File: config.mk
export PLATFORM = sky130hd
export DESIGN_NAME = radix_string_to_unsigned_core
export DESIGN_NICKNAME = d
export VERILOG_FILES = /design/src/hdl/rstu_pkg.sv /design/src/hdl/rstu_front.sv /design/src/hdl/rstu_queue.sv /design/src/hdl/rstu_back.sv /design/src/hdl/radix_string_to_unsigned_core.sv
export SDC_FILE = /design/constraint.sdc
export NUM_CORES = 1
export LEC_CHECK = 0
export BUFFER_PORTS_ARGS = -buffer_cell sky130_fd_sc_hd__buf_2
export CORE_MARGIN = 3
export CORE_UTILIZATION = 40
export DETAILED_ROUTE_END_ITERATION = 8
export HOLD_SLACK_MARGIN = 0.08
export PLACE_DENSITY_LB_ADDON = 0.1
export SETUP_SLACK_MARGIN = 0.5
export SYNTH_ARGS = -nofsm -noshare
export SYNTH_HDL_FRONTEND = slang
export SYNTH_SLANG_ARGS = --single-unit
export TNS_END_PERCENT = 5
File: constraint.sdc
create_clock -name clk -period 21.2 [get_ports clk]
set_input_delay 0 -clock clk [delete_from_list [all_inputs] [get_ports clk]]
set_output_delay 0 -clock clk [all_outputs]
set_load 0.01 [all_outputs]
File: src/hdl/rstu_pkg.sv
// Shared types and constants for the radix string-to-unsigned converter.
`timescale 1ns / 1ps
`default_nettype none
package rstu_pkg;

    localparam int VALUE_BITS = 32;
    localparam int RADIX_W    = 6;
    localparam int CHAR_W     = 8;
    localparam int DIGIT_W    = 6;
    localparam int OFFSET_W   = 8;
    localparam int Q_DEPTH    = 2;
    localparam int Q_AW       = 1;

    localparam logic [DIGIT_W-1:0] DIGIT_NONE = 6'h3f;
    localparam logic [RADIX_W-1:0] MAX_RADIX  = 6'd36;

    typedef enum logic [1:0] {
        ST_OK       = 2'd0,
        ST_NO_CONV  = 2'd1,
        ST_BAD_BASE = 2'd2,
        ST_OVERFLOW = 2'd3
    } status_t;

    // Classified character, as it travels from front to back.
    typedef struct packed {
        logic               nul;
        logic               space;
        logic               minus;
        logic               plus;
        logic               zero;
        logic               xchar;
        logic [DIGIT_W-1:0] digit;
    } cls_t;

endpackage
`default_nettype wire

File: src/hdl/rstu_front.sv
// Front end: accepts characters and classifies them for the conversion engine.
`timescale 1ns / 1ps
`default_nettype none
module rstu_front (
    input  wire logic                       in_valid,
    output logic                            in_ready,
    input  wire logic [rstu_pkg::CHAR_W-1:0] ch,
    input  wire logic                       q_full,
    output logic                            push,
    output rstu_pkg::cls_t                  item
);
    import rstu_pkg::*;

    logic [DIGIT_W-1:0] digit;

    // Map letters and digits onto 0..35, everything else onto DIGIT_NONE.
    always_comb
    begin
        digit = DIGIT_NONE;
        if (ch >= 8'h30 && ch <= 8'h39)
        begin
            digit = DIGIT_W'(ch - 8'h30);
        end
        else if (ch >= 8'h61 && ch <= 8'h7a)
        begin
            digit = DIGIT_W'(ch - 8'h61 + 8'd10);
        end
        else if (ch >= 8'h41 && ch <= 8'h5a)
        begin
            digit = DIGIT_W'(ch - 8'h41 + 8'd10);
        end
    end

    always_comb
    begin
        item.nul   = (ch == 8'h00);
        item.space = (ch == 8'h20) || (ch >= 8'h09 && ch <= 8'h0d);
        item.minus = (ch == 8'h2d);
        item.plus  = (ch == 8'h2b);
        item.zero  = (ch == 8'h30);
        item.xchar = (ch == 8'h78) || (ch == 8'h58);
        item.digit = digit;
    end

    assign in_ready = !q_full;
    assign push     = in_valid && !q_full;

endmodule
`default_nettype wire

File: src/hdl/rstu_queue.sv
// Short register queue between the classifier and the conversion engine.
`timescale 1ns / 1ps
`default_nettype none
module rstu_queue (
    input  wire logic           clk,
    input  wire logic           rst_n,
    input  wire logic           push,
    input  rstu_pkg::cls_t      push_item,
    output logic                full,
    output logic                q_valid,
    output rstu_pkg::cls_t      q_item,
    input  wire logic           pop
);
    import rstu_pkg::*;

    cls_t              mem_reg [Q_DEPTH];
    logic [Q_AW-1:0]   wr_ptr_reg;
    logic [Q_AW-1:0]   rd_ptr_reg;
    logic [Q_AW:0]     count_reg;
    logic [Q_AW:0]     count_next;

    assign full    = (count_reg == (Q_AW+1)'(Q_DEPTH));
    assign q_valid = (count_reg != '0);
    assign q_item  = mem_reg[rd_ptr_reg];

    always_comb
    begin
        count_next = count_reg;
        if (push && !pop)
        begin
            count_next = count_reg + 1'b1;
        end
        else if (pop && !push)
        begin
            count_next = count_reg - 1'b1;
        end
    end

    always_ff @(posedge clk or negedge rst_n)
    begin
        if (!rst_n)
        begin
            wr_ptr_reg <= '0;
            rd_ptr_reg <= '0;
            count_reg  <= '0;
        end
        else
        begin
            if (push)
            begin
                wr_ptr_reg <= wr_ptr_reg + 1'b1;
            end
            if (pop)
            begin
                rd_ptr_reg <= rd_ptr_reg + 1'b1;
            end
            count_reg <= count_next;
        end
    end

    // Payload storage; no reset needed.
    always_ff @(posedge clk)
    begin
        if (push)
        begin
            mem_reg[wr_ptr_reg] <= push_item;
        end
    end

endmodule
`default_nettype wire

File: src/hdl/rstu_back.sv
// Conversion engine: parse state, multiply-accumulate and the result register.
`timescale 1ns / 1ps
`default_nettype none
module rstu_back #(
    parameter int MAX_LEN = 255
) (
    input  wire logic                            clk,
    input  wire logic                            rst_n,
    input  wire logic [rstu_pkg::RADIX_W-1:0]    radix,
    input  wire logic                            q_valid,
    input  rstu_pkg::cls_t                       q_item,
    output logic                                 pop,
    output logic                                 out_valid,
    input  wire logic                            out_ready,
    output logic [rstu_pkg::VALUE_BITS-1:0]      value,
    output logic [rstu_pkg::OFFSET_W-1:0]        end_offset,
    output rstu_pkg::status_t                    status
);
    import rstu_pkg::*;

    localparam int PW    = $clog2(MAX_LEN + 1);
    localparam int EW    = (PW > OFFSET_W) ? PW : OFFSET_W;
    localparam int PRODW = VALUE_BITS + RADIX_W;
    localparam int SUMW  = PRODW + 1;

    typedef enum logic [2:0] {
        PH_SPACE,
        PH_FIRST,
        PH_ZERO,
        PH_XSEEN,
        PH_DIGITS,
        PH_DONE
    } phase_t;

    function automatic logic base_bad(input logic [RADIX_W-1:0] r);
        return (r == RADIX_W'(1)) || (r > MAX_RADIX);
    endfunction

    phase_t                   phase_reg, phase_next;
    logic                     neg_reg, neg_next;
    logic [VALUE_BITS-1:0]    acc_reg, acc_next;
    logic                     ovf_reg, ovf_next;
    logic [RADIX_W-1:0]       base_reg, base_next;
    logic [PW-1:0]            pos_reg, pos_next;
    logic [PW-1:0]            cend_reg, cend_next;

    logic                     out_valid_reg, out_valid_next;
    logic [VALUE_BITS-1:0]    value_reg, value_next;
    logic [OFFSET_W-1:0]      end_reg, end_next;
    status_t                  status_reg, status_next;

    logic                     r_bad;
    logic                     start;
    logic                     prefix_zero;
    logic                     scan;
    logic [RADIX_W-1:0]       scan_base;
    logic                     take;
    logic [RADIX_W-1:0]       mac_base;
    logic [PRODW-1:0]         prod;
    logic [SUMW-1:0]          sum;
    logic [PW-1:0]            pos_inc;
    logic                     nul_bad;
    logic [EW-1:0]            cend_ext;

    assign r_bad = base_bad(radix);
    assign pop   = q_valid && (!q_item.nul || !out_valid_reg || out_ready);

    // One multiply-accumulate per character.
    assign prod = PRODW'(acc_reg) * PRODW'(mac_base);
    assign sum  = SUMW'(prod) + SUMW'(q_item.digit);

    assign pos_inc  = (pos_reg == PW'(MAX_LEN)) ? pos_reg : pos_reg + 1'b1;
    assign cend_ext = EW'(cend_reg);
    assign nul_bad  = (phase_reg == PH_SPACE || phase_reg == PH_FIRST) ?
                      r_bad : base_bad(base_reg);

    always_comb
    begin
        phase_next     = phase_reg;
        neg_next       = neg_reg;
        acc_next       = acc_reg;
        ovf_next       = ovf_reg;
        base_next      = base_reg;
        pos_next       = pos_reg;
        cend_next      = cend_reg;
        out_valid_next = out_valid_reg && !out_ready;
        value_next     = value_reg;
        end_next       = end_reg;
        status_next    = status_reg;
        start          = 1'b0;
        prefix_zero    = 1'b0;
        scan           = 1'b0;
        scan_base      = base_reg;
        take           = 1'b0;
        mac_base       = base_reg;

        if (pop && q_item.nul)
        begin
            // Build the result and return to the idle parse state.
            out_valid_next = 1'b1;
            value_next     = '0;
            end_next       = '0;
            if (nul_bad)
            begin
                status_next = ST_BAD_BASE;
            end
            else if (cend_reg == '0)
            begin
                status_next = ST_NO_CONV;
            end
            else
            begin
                end_next = (cend_ext > EW'(8'hff)) ? 8'hff : cend_ext[OFFSET_W-1:0];
                if (ovf_reg)
                begin
                    value_next  = '1;
                    status_next = ST_OVERFLOW;
                end
                else
                begin
                    value_next  = neg_reg ? (VALUE_BITS'(0) - acc_reg) : acc_reg;
                    status_next = ST_OK;
                end
            end
            phase_next = PH_SPACE;
            neg_next   = 1'b0;
            acc_next   = '0;
            ovf_next   = 1'b0;
            base_next  = '0;
            pos_next   = '0;
            cend_next  = '0;
        end
        else if (pop)
        begin
            case (phase_reg)
                PH_SPACE:
                begin
                    if (q_item.space)
                    begin
                        phase_next = PH_SPACE;
                    end
                    else if (q_item.minus)
                    begin
                        neg_next   = 1'b1;
                        phase_next = PH_FIRST;
                    end
                    else if (q_item.plus)
                    begin
                        phase_next = PH_FIRST;
                    end
                    else
                    begin
                        start = 1'b1;
                    end
                end
                PH_FIRST:
                begin
                    start = 1'b1;
                end
                PH_ZERO:
                begin
                    if (q_item.xchar)
                    begin
                        phase_next = PH_XSEEN;
                    end
                    else
                    begin
                        scan = 1'b1;
                    end
                end
                PH_XSEEN:
                begin
                    if (q_item.digit < DIGIT_W'(16))
                    begin
                        base_next = RADIX_W'(16);
                        mac_base  = RADIX_W'(16);
                        take      = 1'b1;
                    end
                    else
                    begin
                        phase_next = PH_DONE;
                    end
                end
                PH_DIGITS:
                begin
                    scan = 1'b1;
                end
                default:
                begin
                    phase_next = phase_reg;
                end
            endcase

            // Latch the base at the first character after space and sign.
            if (start)
            begin
                base_next = radix;
                if (r_bad)
                begin
                    phase_next = PH_DONE;
                end
                else if ((radix == '0 || radix == RADIX_W'(16)) && q_item.zero)
                begin
                    base_next   = (radix == '0) ? RADIX_W'(8) : RADIX_W'(16);
                    mac_base    = base_next;
                    take        = 1'b1;
                    prefix_zero = 1'b1;
                end
                else
                begin
                    scan_base = (radix == '0) ? RADIX_W'(10) : radix;
                    base_next = scan_base;
                    scan      = 1'b1;
                end
            end

            if (scan)
            begin
                mac_base = scan_base;
                if (q_item.digit >= DIGIT_W'(scan_base))
                begin
                    phase_next = PH_DONE;
                end
                else
                begin
                    take = 1'b1;
                end
            end

            if (take)
            begin
                if (!ovf_reg)
                begin
                    acc_next = sum[VALUE_BITS-1:0];
                    ovf_next = |sum[SUMW-1:VALUE_BITS];
                end
                cend_next  = pos_inc;
                // Only a leading '0' that may open a prefix waits for an 'x'.
                phase_next = prefix_zero ? PH_ZERO : PH_DIGITS;
            end

            pos_next = pos_inc;
        end
    end

    always_ff @(posedge clk or negedge rst_n)
    begin
        if (!rst_n)
        begin
            phase_reg     <= PH_SPACE;
            neg_reg       <= 1'b0;
            acc_reg       <= '0;
            ovf_reg       <= 1'b0;
            base_reg      <= '0;
            pos_reg       <= '0;
            cend_reg      <= '0;
            out_valid_reg <= 1'b0;
        end
        else
        begin
            phase_reg     <= phase_next;
            neg_reg       <= neg_next;
            acc_reg       <= acc_next;
            ovf_reg       <= ovf_next;
            base_reg      <= base_next;
            pos_reg       <= pos_next;
            cend_reg      <= cend_next;
            out_valid_reg <= out_valid_next;
        end
    end

    always_ff @(posedge clk)
    begin
        value_reg  <= value_next;
        end_reg    <= end_next;
        status_reg <= status_next;
    end

    assign out_valid  = out_valid_reg;
    assign value      = value_reg;
    assign end_offset = end_reg;
    assign status     = status_reg;

`ifndef NO_ASSERTIONS
    a_no_result_overwrite: assert property (@(posedge clk) disable iff (!rst_n)
        (pop && q_item.nul) |-> (!out_valid_reg || out_ready))
        else $error("result register overwritten while held");

    a_nul_resets_state: assert property (@(posedge clk) disable iff (!rst_n)
        (pop && q_item.nul) |=> (phase_reg == PH_SPACE && pos_reg == '0 && cend_reg == '0))
        else $error("parse state not cleared after string end");

    a_end_within_position: assert property (@(posedge clk) disable iff (!rst_n)
        cend_reg <= pos_reg)
        else $error("consumed end passed the position");

    a_overflow_phase: assert property (@(posedge clk) disable iff (!rst_n)
        ovf_reg |-> (phase_reg == PH_DIGITS || phase_reg == PH_DONE))
        else $error("overflow flagged outside digit scan");
`endif

endmodule
`default_nettype wire

File: src/hdl/radix_string_to_unsigned_core.sv
// Top level of the streaming string-to-unsigned converter.
`timescale 1ns / 1ps
`default_nettype none
// Converts a character stream into an unsigned number, one character per
// transaction on s_axis. A NUL character ends a string and yields exactly one
// result transaction on m_axis; other characters yield none. Leading white
// space and one sign are skipped, radix 0 auto-detects octal ("0") and hex
// ("0x") prefixes, radix 16 skips "0x" before a hex digit, radix 1 or above 36
// reports a bad base. The value wraps modulo 2^32 after '-' and saturates to
// all ones on overflow (status 3). Rate: one character per clock, sustained,
// with results also taken at one per clock; the figure is set by the single
// multiply-accumulate (32 x 6 bits) in the conversion engine. m_axis_tvalid
// is registered: the NUL passes through the queue, and the engine loads the
// result register as it pops it. The front classifier and the engine are
// decoupled by a two-entry queue, so a stalled m_axis only holds off input
// once the queue has filled. Write cfg_wdata (radix) only while no string is
// in flight.
module radix_string_to_unsigned_core #(
    parameter int MAX_LEN = 255
) (
    input  wire logic        clk,
    input  wire logic        rst_n,
    input  wire logic        cfg_we,
    input  wire logic [5:0]  cfg_wdata,      // radix
    input  wire logic        s_axis_tvalid,
    output logic             s_axis_tready,
    input  wire logic [7:0]  s_axis_tdata,   // [7:0] ch
    output logic             m_axis_tvalid,
    input  wire logic        m_axis_tready,
    output logic [47:0]      m_axis_tdata    // [31:0] value, [39:32] end_offset,
                                             // [41:40] status, [47:42] zero
);
    import rstu_pkg::*;

    logic [RADIX_W-1:0]    radix_reg;
    logic                  q_full;
    logic                  push;
    cls_t                  push_item;
    logic                  q_valid;
    cls_t                  q_item;
    logic                  pop;
    logic [VALUE_BITS-1:0] value;
    logic [OFFSET_W-1:0]   end_offset;
    status_t               status;

    // Radix register; the engine latches it at the start of each number.
    always_ff @(posedge clk or negedge rst_n)
    begin
        if (!rst_n)
        begin
            radix_reg <= '0;
        end
        else if (cfg_we)
        begin
            radix_reg <= cfg_wdata;
        end
    end

    // Classify each accepted character.
    rstu_front u_front (
        .in_valid (s_axis_tvalid),
        .in_ready (s_axis_tready),
        .ch       (s_axis_tdata),
        .q_full   (q_full),
        .push     (push),
        .item     (push_item)
    );

    // Decouple the classifier from the engine.
    rstu_queue u_queue (
        .clk       (clk),
        .rst_n     (rst_n),
        .push      (push),
        .push_item (push_item),
        .full      (q_full),
        .q_valid   (q_valid),
        .q_item    (q_item),
        .pop       (pop)
    );

    // Parse, accumulate and hold the result.
    rstu_back #(
        .MAX_LEN (MAX_LEN)
    ) u_back (
        .clk        (clk),
        .rst_n      (rst_n),
        .radix      (radix_reg),
        .q_valid    (q_valid),
        .q_item     (q_item),
        .pop        (pop),
        .out_valid  (m_axis_tvalid),
        .out_ready  (m_axis_tready),
        .value      (value),
        .end_offset (end_offset),
        .status     (status)
    );

    // Pack the result fields, lowest field first.
    assign m_axis_tdata = {6'd0, status, end_offset, value};

endmodule
`default_nettype wire

==> results.toml <==
[routing]
drtIter0Drc = 672
drt-pass1-iter-count = 5
drc_errors = 0
vias_per_cell = 5.420
ant_nets = 0
wl_um = 35470
vias = 10190
routedWlPerCell_um = 18.87

[setup_path]
regToRegEndpoint = "u_back.ovf_reg$_DFFE_PN0P_"
rrSetupSlack_ns = 12.18
crit_slowest_cell = "a22oi_2"
cp_max_fo = 17
rr_startpoint = "u_queue.rd_ptr_reg$_DFFE_PN0P_"
critPathArrivalTime_ns = 9.33
path_cells = "mux2i_1 -> o22a_1 -> clkinv_1 -> nor2_1 -> o21ai_0 -> a22oi_2 -> buf_4 -> nor2b_1 -> fa_1 -> ha_1 -> inv_1 -> fa_1 -> fa_1 -> inv_1 -> ha_1 -> o211ai_1 -> a21oi_1 -> o21ai_0 -> a31oi_1 -> o211ai_1 -> a31oi_1 -> o31ai_1 -> a2111oi_0 -> a31oi_1"
r2r_cells = 24
cp-start-kind = "flop"
crit_path_end_kind = "flop"
worstSetupStartpoint = "u_queue.rd_ptr_reg$_DFFE_PN0P_"
worst_ep_required_time_ns = 21.52
worstSetupPathType = "reg -> reg"
max_stage_delay_ns = 0.89

[die]
fp-row-count = 67
die_x_um = 190.8
die_h_um = 190.8
start_util = 0.4061
coreArea_mm2 = 0.03362
die_area_mm2 = 0.03639
io_pins = 69

[synthesis]
synth_top_area_share = 0.1818
async_flop_share = 0.5147
synth_cell_type_count = 72
yosys_warnings = 0
seq_area_frac_synth = 0.2735
synth_edf_count = 66
syn_avg_cell_area_um2 = 9.851
synthCells = 1386
synth.most_common_cell = "and2_1"
synth_commonest_cells = "and2_1, fa_1, ha_1"
synth_top_area_cell = "fa_1"
synth_area_mm2 = 0.01365
synth-seq-cells = 136
ys_top_cells_by_area = "fa_1, edfxtp_1, dfrtp_1"
ys.flop_type = "dfrtp_1"

[worst_hold_path]
holdPathEnd = "u_queue.mem_reg[0][11]$_DFFE_PP_"
holdPathStages = 4
min_path_type = "in -> reg"
worstHoldStart = "s_axis_tdata[6]"

[layout]
syn2layout_area_growth_pct = 10.52
diodes = 0
final_util = 0.4489
final_cell_area_mm2 = 0.01509
final_nets = 1666
layout-drive-gt1-share = 0.1061

[global_routing]
grt_util_met2 = 0.3352
first_global_vias = 10780
grt_pass1_wl_um = 59160
use_met3 = 0.02574
grt_max_degree = 71
track_usage = 0.2057
grt_busiest_layer = "met2"
antenna_found_initial = 1
met1_usage = 0.2910
grt-ovfl-total = 0

[clock_network]
cts_root_buffer = "clkbuf_16"
htreeDepth = 4
path_clk_slew_ns = 0.08
post-cts-setup-buffer-count = 0
cts_tree = "yes"
clockBufferDepth = 2
clkLatencyLatePin_ns = 0.45
cts_buffers = 17
ctsHoldBuffers = 21
ctsResizeCount = 0
cts_sinks = 136

[timing]
setup_violations = 0
finalClockSkew_ns = 0.02079
rsz0062_at_grt = "no"
worst_slew_pin_slew_ns = 1.050
slew-limit-headroom = 0.3000
fin_crit_sh = 0.4254
layout_min_cycle_time_ns = 9.019
hold_viol = 0
slew_viol_final = 0
max_freq_mhz = 110.9
tns_ns = 0
timing.hold.ws_ns = 0.1147

[run_status]
outcome = "complete, no violations"

[job]
maxCapViolations = 0

[place]
gp_congestion = 0.8235
dp_hpwl_um = 25130
dpl_cell_area_mm2 = 0.01431
place.port_buffers = 62

[power]
powerDensity_mw_per_mm2 = 113.5
irDropWorstVdd_uv = 91.38
power.leakage_uw = 0.007196
## report_power, final
part | switching, uW | leakage, uW | internal (uW)
Clock | 131 | 0.000277 | 172
Combinational | 605 | 0.00535 | 349
Sequential | 83.9 | 0.00156 | 371
Total | 820 | 0.00720 | 892
## logic make-up (layout without fill, tap and decap cells)
| group | Yosys count | after routing | share of synthesized area |
|---|---|---|---|
| flops | 136 | 136 | 0.2735 |
| fa+ha+maj | 228 | 228 | 0.2771 |
| buf+inv | 157 | 198 | 0.04591 |
| other cells | 1 | 6 | 0.0002747 |
| mux | 41 | 41 | 0.03226 |
| xor+xnor | 71 | 71 | 0.04555 |
| simple gates | 446 | 446 | 0.1787 |
| compound gates | 306 | 306 | 0.1467 |
## critical path, delay by kind of cell (launching register included)
kind,cells,cell delay (ns)
AO/OA/AOI/OAI,12,3.97
multiplexers,1,0.59
AND/OR/NAND/NOR,2,0.68
adder cells (fa/ha/maj),5,2.13
buffers and inverters,4,0.71
flip-flops,1,0.81
## cell type report
| type | instances | area, um2 |
|---|---|---|
| timing repair buffer | 96 | 620.6 |
| clock inverter | 10 | 92.59 |
| inverter | 70 | 262.8 |
| sequential | 136 | 3734 |
| multi-input combinational | 1098 | 9344 |
| fill | 3275 | 18530 |
| clock buffer | 22 | 475.5 |
| tap | 448 | 560.5 |
## how the worst max path moves through the flow
stage,end,slack (ns),cells after the start
detailed placement,u_back.ovf_reg$_DFFE_PN0P_,12.10,24
floorplan,u_back.ovf_reg$_DFFE_PN0P_,13.98,28
CTS,u_back.ovf_reg$_DFFE_PN0P_,12.08,24
finish,u_back.ovf_reg$_DFFE_PN0P_,12.18,24
global placement,u_back.ovf_reg$_DFFE_PN0P_,12.43,22
global route,u_back.ovf_reg$_DFFE_PN0P_,11.46,25
## metal layers
layer | up-vias | wire, um
li1 | 4878 | -
met1 | 5090 | 17150
met2 | 183 | 16660
met3 | 38 | 1025
met4 | 0 | 634
met5 | - | 0
## through the flow
step           worst slack, ns  cells  total power [uW]
5_1_grt                  11.46   1880              1856
3_5_place_dp             12.10   1827              1417
3_3_place_gp             12.43   1827              1409
6_report                 12.18   1880              1712
4_1_cts                  12.08   1880              1735
2_1_floorplan            13.98   1391              1098
## cell usage in the layout (no fill, tap or decap), types with 5 or more instances in the layout
master,count
fa_1,124
buf_4,14
nor4_1,16
and3_1,6
a21o_1,36
mux2_2,24
clkbuf_16,18
dlygate4sd3_1,21
o211ai_1,5
inv_1,67
nand4_1,9
a21oi_1,96
nor2b_1,63
o21a_1,5
xnor2_1,26
nand3_1,20
xor2_1,45
edfxtp_1,66
nand2_1,83
a31oi_1,13
a211oi_1,5
mux2i_1,17
a22o_1,20
nand2b_1,22
ha_1,104
o21ai_0,54
a31o_2,5
dfrtp_1,70
buf_2,61
a21boi_0,5
o41ai_1,6
conb_1,6
nor3_1,9
or3_1,8
nor2_1,60
o31ai_1,9
and2_1,129
o21bai_1,8
(Power assumes the default switching activity.)
